**src/hdl/bmpt_pkg.sv**
```systemverilog
// Shared types, constants and decode helpers for the bus mouse position tracker.
package bmpt_pkg;

    localparam int unsigned PosWidth      = 12;
    localparam int unsigned NibbleWidth   = 4;
    localparam int unsigned StatusWidth   = 8;
    localparam int unsigned DeltaWidth    = 8;
    localparam int unsigned CfgIndexWidth = 8;

    localparam logic [PosWidth-1:0] POS_RESET   = 12'd320;
    localparam logic [PosWidth-1:0] X_MIN_RESET = 12'd0;
    localparam logic [PosWidth-1:0] X_MAX_RESET = 12'd639;
    localparam logic [PosWidth-1:0] Y_MIN_RESET = 12'd0;
    localparam logic [PosWidth-1:0] Y_MAX_RESET = 12'd399;

    // Register indexes on the configuration port
    localparam logic [CfgIndexWidth-1:0] REG_X_MIN = 8'd0;
    localparam logic [CfgIndexWidth-1:0] REG_X_MAX = 8'd1;
    localparam logic [CfgIndexWidth-1:0] REG_Y_MIN = 8'd2;
    localparam logic [CfgIndexWidth-1:0] REG_Y_MAX = 8'd3;

    // Raw button field codes in status bits 7:5
    localparam logic [2:0] RAW_LEFT   = 3'd4;
    localparam logic [2:0] RAW_RIGHT  = 3'd1;
    localparam logic [2:0] RAW_MIDDLE = 3'd0;

    typedef enum logic [1:0] {
        BTN_NONE   = 2'd0,
        BTN_LEFT   = 2'd1,
        BTN_RIGHT  = 2'd2,
        BTN_MIDDLE = 2'd3
    } button_code_t;

    typedef struct packed {
        logic [NibbleWidth-1:0] x_low_nibble;
        logic [NibbleWidth-1:0] x_high_nibble;
        logic [NibbleWidth-1:0] y_low_nibble;
        logic [StatusWidth-1:0] status_byte;
    } in_item_t;

    typedef struct packed {
        logic [PosWidth-1:0] x_pos;
        logic [PosWidth-1:0] y_pos;
        logic [1:0]          button_code;
        logic                changed;
    } out_item_t;

    // Map the raw button field to a button code
    function automatic button_code_t decode_buttons(input logic [2:0] raw);
        button_code_t code;
        unique case (raw)
            RAW_LEFT:   code = BTN_LEFT;
            RAW_RIGHT:  code = BTN_RIGHT;
            RAW_MIDDLE: code = BTN_MIDDLE;
            default:    code = BTN_NONE;
        endcase
        return code;
    endfunction

    // Add a signed delta and clamp: minimum first, then maximum
    function automatic logic [PosWidth-1:0] move_clamp(
        input logic [PosWidth-1:0]   pos,
        input logic [DeltaWidth-1:0] delta,
        input logic [PosWidth-1:0]   lo,
        input logic [PosWidth-1:0]   hi
    );
        logic signed [PosWidth+1:0] sum;
        logic signed [PosWidth+1:0] lo_s;
        logic signed [PosWidth+1:0] hi_s;
        logic signed [PosWidth+1:0] val;
        sum  = $signed({2'b00, pos}) + (PosWidth+2)'($signed(delta));
        lo_s = $signed({2'b00, lo});
        hi_s = $signed({2'b00, hi});
        val  = sum;
        if (val < lo_s)
            val = lo_s;
        if (val > hi_s)
            val = hi_s;
        return val[PosWidth-1:0];
    endfunction

endpackage

```
**src/hdl/bus_mouse_position_tracker_core.sv**
```systemverilog
// Bus mouse position tracker: input register, move-and-clamp logic, result register.
// A request passes from the input register through move-and-clamp into the result register.
// Throughput: one request per cycle while results are taken; the single move-and-clamp pass
// per axis between the input register and the result register sets that figure.
// The input register can take a new request while a finished one waits in the result register.
// Reset (rst_n low, asynchronous): position 320/320, button code none, box 0..639 x 0..399.
module bus_mouse_position_tracker_core (
    input  logic                                  clk,
    input  logic                                  rst_n,
    input  logic                                  in_valid,
    output logic                                  in_ready,
    input  bmpt_pkg::in_item_t                    in_data,
    output logic                                  out_valid,
    input  logic                                  out_ready,
    output bmpt_pkg::out_item_t                   out_data,
    input  logic                                  cfg_valid,
    output logic                                  cfg_ready,
    input  logic [bmpt_pkg::CfgIndexWidth-1:0]    cfg_index,
    input  logic [bmpt_pkg::PosWidth-1:0]         cfg_data
);

    logic                              in_valid_reg;
    bmpt_pkg::in_item_t                in_data_reg;
    logic                              out_valid_reg;
    bmpt_pkg::out_item_t               out_data_reg;
    logic [bmpt_pkg::PosWidth-1:0]     x_min_reg, x_max_reg, y_min_reg, y_max_reg;
    logic [bmpt_pkg::PosWidth-1:0]     pos_x_reg, pos_y_reg;
    bmpt_pkg::button_code_t            last_buttons_reg;

    logic                              advance;
    logic [bmpt_pkg::DeltaWidth-1:0]   delta_x, delta_y;
    logic                              moving;
    bmpt_pkg::button_code_t            button_next;
    logic [bmpt_pkg::PosWidth-1:0]     pos_x_next, pos_y_next;
    bmpt_pkg::out_item_t               out_data_next;

    // Move the held request forward when the result slot is free or draining
    assign advance   = in_valid_reg && (!out_valid_reg || out_ready);
    assign in_ready  = !in_valid_reg || advance;
    assign out_valid = out_valid_reg;
    assign out_data  = out_data_reg;
    assign cfg_ready = 1'b1;

    // Assemble deltas and compute the new position
    always_comb
    begin
        delta_x     = {in_data_reg.x_high_nibble, in_data_reg.x_low_nibble};
        delta_y     = {in_data_reg.status_byte[3:0], in_data_reg.y_low_nibble};
        moving      = (delta_x != '0) || (delta_y != '0);
        button_next = bmpt_pkg::decode_buttons(in_data_reg.status_byte[7:5]);
        if (moving)
        begin
            pos_x_next = bmpt_pkg::move_clamp(pos_x_reg, delta_x, x_min_reg, x_max_reg);
            pos_y_next = bmpt_pkg::move_clamp(pos_y_reg, delta_y, y_min_reg, y_max_reg);
        end
        else
        begin
            pos_x_next = pos_x_reg;
            pos_y_next = pos_y_reg;
        end
        out_data_next.x_pos       = pos_x_next;
        out_data_next.y_pos       = pos_y_next;
        out_data_next.button_code = button_next;
        out_data_next.changed     = moving || (button_next != last_buttons_reg);
    end

    // Hold valid flags and tracker state
    always_ff @(posedge clk or negedge rst_n)
    begin
        if (!rst_n)
        begin
            in_valid_reg     <= 1'b0;
            out_valid_reg    <= 1'b0;
            pos_x_reg        <= bmpt_pkg::POS_RESET;
            pos_y_reg        <= bmpt_pkg::POS_RESET;
            last_buttons_reg <= bmpt_pkg::BTN_NONE;
        end
        else
        begin
            if (in_ready)
                in_valid_reg <= in_valid;
            if (advance)
            begin
                out_valid_reg    <= 1'b1;
                pos_x_reg        <= pos_x_next;
                pos_y_reg        <= pos_y_next;
                last_buttons_reg <= button_next;
            end
            else if (out_ready)
                out_valid_reg <= 1'b0;
        end
    end

    // Capture payloads
    always_ff @(posedge clk)
    begin
        if (in_valid && in_ready)
            in_data_reg <= in_data;
        if (advance)
            out_data_reg <= out_data_next;
    end

    // Write box registers; drop writes to unknown indexes
    always_ff @(posedge clk or negedge rst_n)
    begin
        if (!rst_n)
        begin
            x_min_reg <= bmpt_pkg::X_MIN_RESET;
            x_max_reg <= bmpt_pkg::X_MAX_RESET;
            y_min_reg <= bmpt_pkg::Y_MIN_RESET;
            y_max_reg <= bmpt_pkg::Y_MAX_RESET;
        end
        else if (cfg_valid && cfg_ready)
        begin
            unique case (cfg_index)
                bmpt_pkg::REG_X_MIN: x_min_reg <= cfg_data;
                bmpt_pkg::REG_X_MAX: x_max_reg <= cfg_data;
                bmpt_pkg::REG_Y_MIN: y_min_reg <= cfg_data;
                bmpt_pkg::REG_Y_MAX: y_max_reg <= cfg_data;
                default: ;
            endcase
        end
    end

    // A processed request always lands in the result register
    a_advance_fills_out: assert property (@(posedge clk) disable iff (!rst_n)
        advance |=> out_valid_reg)
        else $error("result register not filled after advance");

    // No movement leaves the position alone
    a_still_holds_pos: assert property (@(posedge clk) disable iff (!rst_n)
        advance && !moving |=> $stable(pos_x_reg) && $stable(pos_y_reg))
        else $error("position changed without movement");

    // Movement always flags a change
    a_move_flags_change: assert property (@(posedge clk) disable iff (!rst_n)
        advance && moving |=> out_data_reg.changed)
        else $error("movement not flagged as changed");

    // A move with a sane X box stays inside it
    a_x_in_box: assert property (@(posedge clk) disable iff (!rst_n)
        advance && moving && (x_min_reg <= x_max_reg) |=>
            (pos_x_reg >= $past(x_min_reg)) && (pos_x_reg <= $past(x_max_reg)))
        else $error("X position outside box after move");

    // Result register mirrors the tracked position
    a_out_matches_pos: assert property (@(posedge clk) disable iff (!rst_n)
        advance |=> (out_data_reg.x_pos == pos_x_reg) && (out_data_reg.y_pos == pos_y_reg))
        else $error("result position differs from tracked position");

endmodule

```
**config.mk**
```make
export PLATFORM = sky130hd
export DESIGN_NAME = bus_mouse_position_tracker_core
export DESIGN_NICKNAME = d
export VERILOG_FILES = /design/src/hdl/bmpt_pkg.sv /design/src/hdl/bus_mouse_position_tracker_core.sv
export SDC_FILE = /design/constraint.sdc
export NUM_CORES = 1
export LEC_CHECK = 0
export ABC_AREA = 0
export BUFFER_PORTS_ARGS = -buffer_cell sky130_fd_sc_hd__buf_2
export CAP_MARGIN = 20
export CORE_ASPECT_RATIO = 0.5
export CORE_UTILIZATION = 50
export CTS_CLUSTER_DIAMETER = 200
export DETAILED_ROUTE_END_ITERATION = 8
export GPL_ROUTABILITY_DRIVEN = 1
export PLACE_DENSITY = 0.69
export SLEW_MARGIN = 10
export SYNTH_ARGS = -nofsm -noshare
export SYNTH_HDL_FRONTEND = slang
export SYNTH_SLANG_ARGS = --single-unit
```
**constraint.sdc**
```tcl
create_clock -name clk -period 8.3 [get_ports clk]
set_input_delay 0.83 -clock clk [delete_from_list [all_inputs] [get_ports clk]]
set_output_delay 0.83 -clock clk [all_outputs]
set_load 0.02 [all_outputs]
```
==> results <==
- The clock edge transition at the registers on the reported setup and hold paths is 0.06 ns.
- CTS built an H-tree with a depth of 4.
- The total overflow reported by the global router is 0.
- The tool flagged a number of max-cap violations equal to 0.
- For this design, the CTS-stage hold fixing added 0 buffers.
- The vias after detailed routing is between 5000 and 6000.
- Power comes to 3020 uW.
- The initial antenna violation count is 0.
- The number of global-route vias before repair is 5403.
- After layout, the worst path uses 86.7% of the clock period.
- The combined global-route utilization of all metal layers is 23.2%.
- The slowest stage of the critical path is the o32ai_1 cell.
- The initial utilization of the core area, before any placement, comes to between 50% and 60%.
- Power spread over the standard cell area amounts to between 300 and 400 mW/mm^2.
- Post-CTS timing repair inserted 0 buffers for setup.
- The count of pins over their slew limit came to 0.
- The most critical setup path has its startpoint at delta_x[0].
- After synthesis, the cell types taking the most area are dfrtp_1 (19%), edfxtp_1 (18%), ha_1 (12%).
- The count of inserted antenna diode cells is 0.
- The data arrival time at the worst-slack endpoint is 7.34 ns.
- The later pin in the worst-skew pair is clocked with a latency of between 0.4 and 0.5 ns.
- At the end of routability-driven placement, the weighted congestion stood at 0.862.
- The worst supply voltage drop on vdd is around 0.00021 V.
- The path depth of the worst reg2reg path is 24.
- No sink is reached through more buffers than the 2 on the longest clock path.
- In this run the cell area measured after placement is just over 0.008 mm^2.
- The flip-flop count of the largest register after layout is 27.
- The hold violation count in the final report came to 0.
- The CTS tree is built.
- The endpoint of the worst setup timing path is out_data[22].
- STA classifies the critical path endpoint as a flip-flop.
- Counting the buffers created by CTS gives 17.
- The post-layout instance area is 0.00866 mm^2.
- Headroom to the max-slew limit came out at 29.2%.
- Setup violations remaining at the end of the flow were counted as 0.
- The leading register cell type out of synthesis is dfrtp_1.
- The reg-to-reg endpoint is out_data[22].
- For this run, design rule violations remaining after detail routing come to 0.
- The synthesized design devotes to its leading area cell type 19.3% of total area.
- For this run, the number of Yosys warnings is 0.
- The cell at the root of the clock tree is clkbuf_16.
- The worst clock skew is about 0.012 ns.
- Setup repair after global routing left no endpoint under its margin.
- Compared with the post-synthesis result, the final layout area differs by 15.1%.
- The die is 176 um wide.
- Data on the critical path is required at its endpoint by 8.44 ns.
- The static leakage power is 0.00390 uW.
- Hold is met by 0.283 ns.
- For this block, the routed nets add up to 17400 um of wire.
- The count of input and output buffers is 72.
- The number of register bits inferred by synthesis is approximately 120.
- The worst register-to-register path has a setup slack of 1.10 ns.
- In the final layout, the share of cells above drive strength 1 is 22.6%.
- Yosys instantiated no cell more often than nand2_1.
- The cell count after synthesis is 735.
- The sum of negative setup slack is 0 ns.
- The post-detailed-route wirelength per cell is 17.0 um.
- The flow ran to the end, and the final reports show no timing, DRC or antenna violations.
- The post-CTS resize count is 0.
- Of all cell types, the one taking the most synthesized area is dfrtp_1.
- The ratio of routed vias to standard cells is between 5 and 6.
- The half-perimeter wire length after detailed placement is between 10000 and 15000 um.
- The post-synthesis instance area is 0.00753 mm^2.
- The total number of placement rows is 31.
- The die is between 80 and 90 um tall.
- For the finished layout, the period the worst path requires is 7.20 ns.
- The critical path is of the flip-flop to flip-flop type.
- The fraction of the yosys area taken by sequential cells is a little over two fifths.
- The first routing iteration left 320 violations.
- For this run, the detailed router's first-pass iteration total came to 6.
- For this run, the post-layout net count is 930.
- The share of synthesized registers carrying an async set or reset is between 60% and 70%.
- The distinct cell type count after synthesis is 57.
- Traced cell by cell, the critical path runs through ha_1, inv_1, fa_1, nor2b_4, o31a_1, o32ai_1, o21ai_0, xor2_1, ha_1, a21oi_1, nand3_1, a311oi_1, ha_1, inv_1, mux2_2, ha_1, and3_1, nand3_1, o31ai_1, a31oi_1, a31oi_2, buf_4, mux2i_1, o21ai_1.
- Excluding fillers, the count of instances in the completed layout stands at ~1000.
- The net count after synthesis is 856.
- The number of antenna-violating nets in the routed design is 0.
- The wire length of the first global-routing pass is 27400 um.
- The I/O pin total is 75.
- The largest single stage delay on the critical path is 0.65 ns.
- The die covers around 0.016 mm^2.
- The library cell appearing most often on the critical path is ha_1.
- In this run, synthesis inferred 46 flip-flops with an integrated enable.
- The startpoint of the worst register-to-register path is delta_x[0].
- The worst setup path is launched from a flip-flop.
- After detailed placement, the design holds a cell count of 987.
- The class of the tightest hold or removal check is input pin to asynchronous set/reset pin.
- The mean instance size in the synthesized netlist is 10.2 um^2.
- The commonest cells after synthesis are nand2_1 (82), ha_1 (74), inv_1 (68), o21ai_0 (64), dfrtp_1 (58).
- Along the worst path, the maximum fanout reaches 12.
- The region available for standard cell placement spans 0.0146 mm^2.
- Entering global routing, the biggest net connects 77 pins.
- CTS saw 122 sinks.
- At the pin with the least slew margin, the transition time is 1.06 ns.
- The maximum clock rate is roughly 140 MHz.
layout make-up:
class / count / area (um^2)
Sequential cell: 122 / 3310
Timing Repair Buffer: 78 / 428
Fill cell: 1272 / 5920
Multi-Input combinational cell: 522 / 3870
Clock buffer: 18 / 429
Tap cell: 198 / 248
Clock inverter: 14 / 125
Inverter: 68 / 255
layer usage:
layer | track usage, % | wire, um | part of all wire, % | vias up
met1 | 32.2 | 8570 | 49 | 2732
met3 | 3.87 | 717 | 4.1 | 15
li1 | - | - | - | 2793
met4 | 5.69 | 166 | 0.95 | 0
met2 | 38.3 | 7930 | 46 | 120
met5 | 0 | 0 | 0 | -
cells by family (layout without fill, tap and decap cells):
logic type,Yosys count,after routing,share of synthesized area [%]
AO/OA/AOI/OAI,178,178,14.3
AND/OR/NAND/NOR,171,171,10.8
flip-flops,122,122,43.9
buffers and inverters,91,178,4.70
multiplexers,80,80,11.5
adder cells (fa/ha/maj),76,76,12.8
XOR/XNOR,16,16,1.86
other,1,1,0.0498
worst min path at each step:
stage | endpoint | startpoint | cells past startpoint
after floorplan | pos_x_reg[6] | pos_x_reg[6] | 2
after global placement | pos_x_reg[6] | pos_x_reg[6] | 2
after detailed placement | out_valid | in_valid_reg | 1
after CTS | out_valid | in_valid_reg | 1
after global routing | pos_y_reg[10] | rst_n | 1
final | pos_y_reg[10] | rst_n | 1
power by group:
| group | internal (uW) | switching (uW) | leakage, uW |
|---|---|---|---|
| Clock | 413 | 280 | 0.000266 |
| Sequential | 776 | 65.8 | 0.00137 |
| Combinational | 629 | 860 | 0.00227 |
stage by stage:
stage	util, %	setup slack, ns
3_3_place_gp	55.4	1.40
3_5_place_dp	55.4	1.38
4_1_cts	59.2	1.23
5_1_grt	59.4	0.794
2_1_floorplan	-	2.48
6_report	59.4	1.10
critical path, delay by kind of cell (launching register included):
family	cells	cell delay [ns]
flops	1	0.44
fa+ha+maj	5	1.54
simple gates	4	0.48
compound gates	9	2.86
buf+inv	3	0.75
mux	2	0.67
xor+xnor	1	0.18
cell usage in the layout, fill, tap and decap left out, types with 24 or more instances in the layout:
cell type and instances:
mux2_2 52, edfxtp_1 46, a21oi_1 29, o21ai_0 64, buf_2 71, nor2_1 24
mux2i_1 28, dfrtp_1 58, nand2_1 82, ha_1 74, inv_1 68
Power figures use the tool's default switching activity.
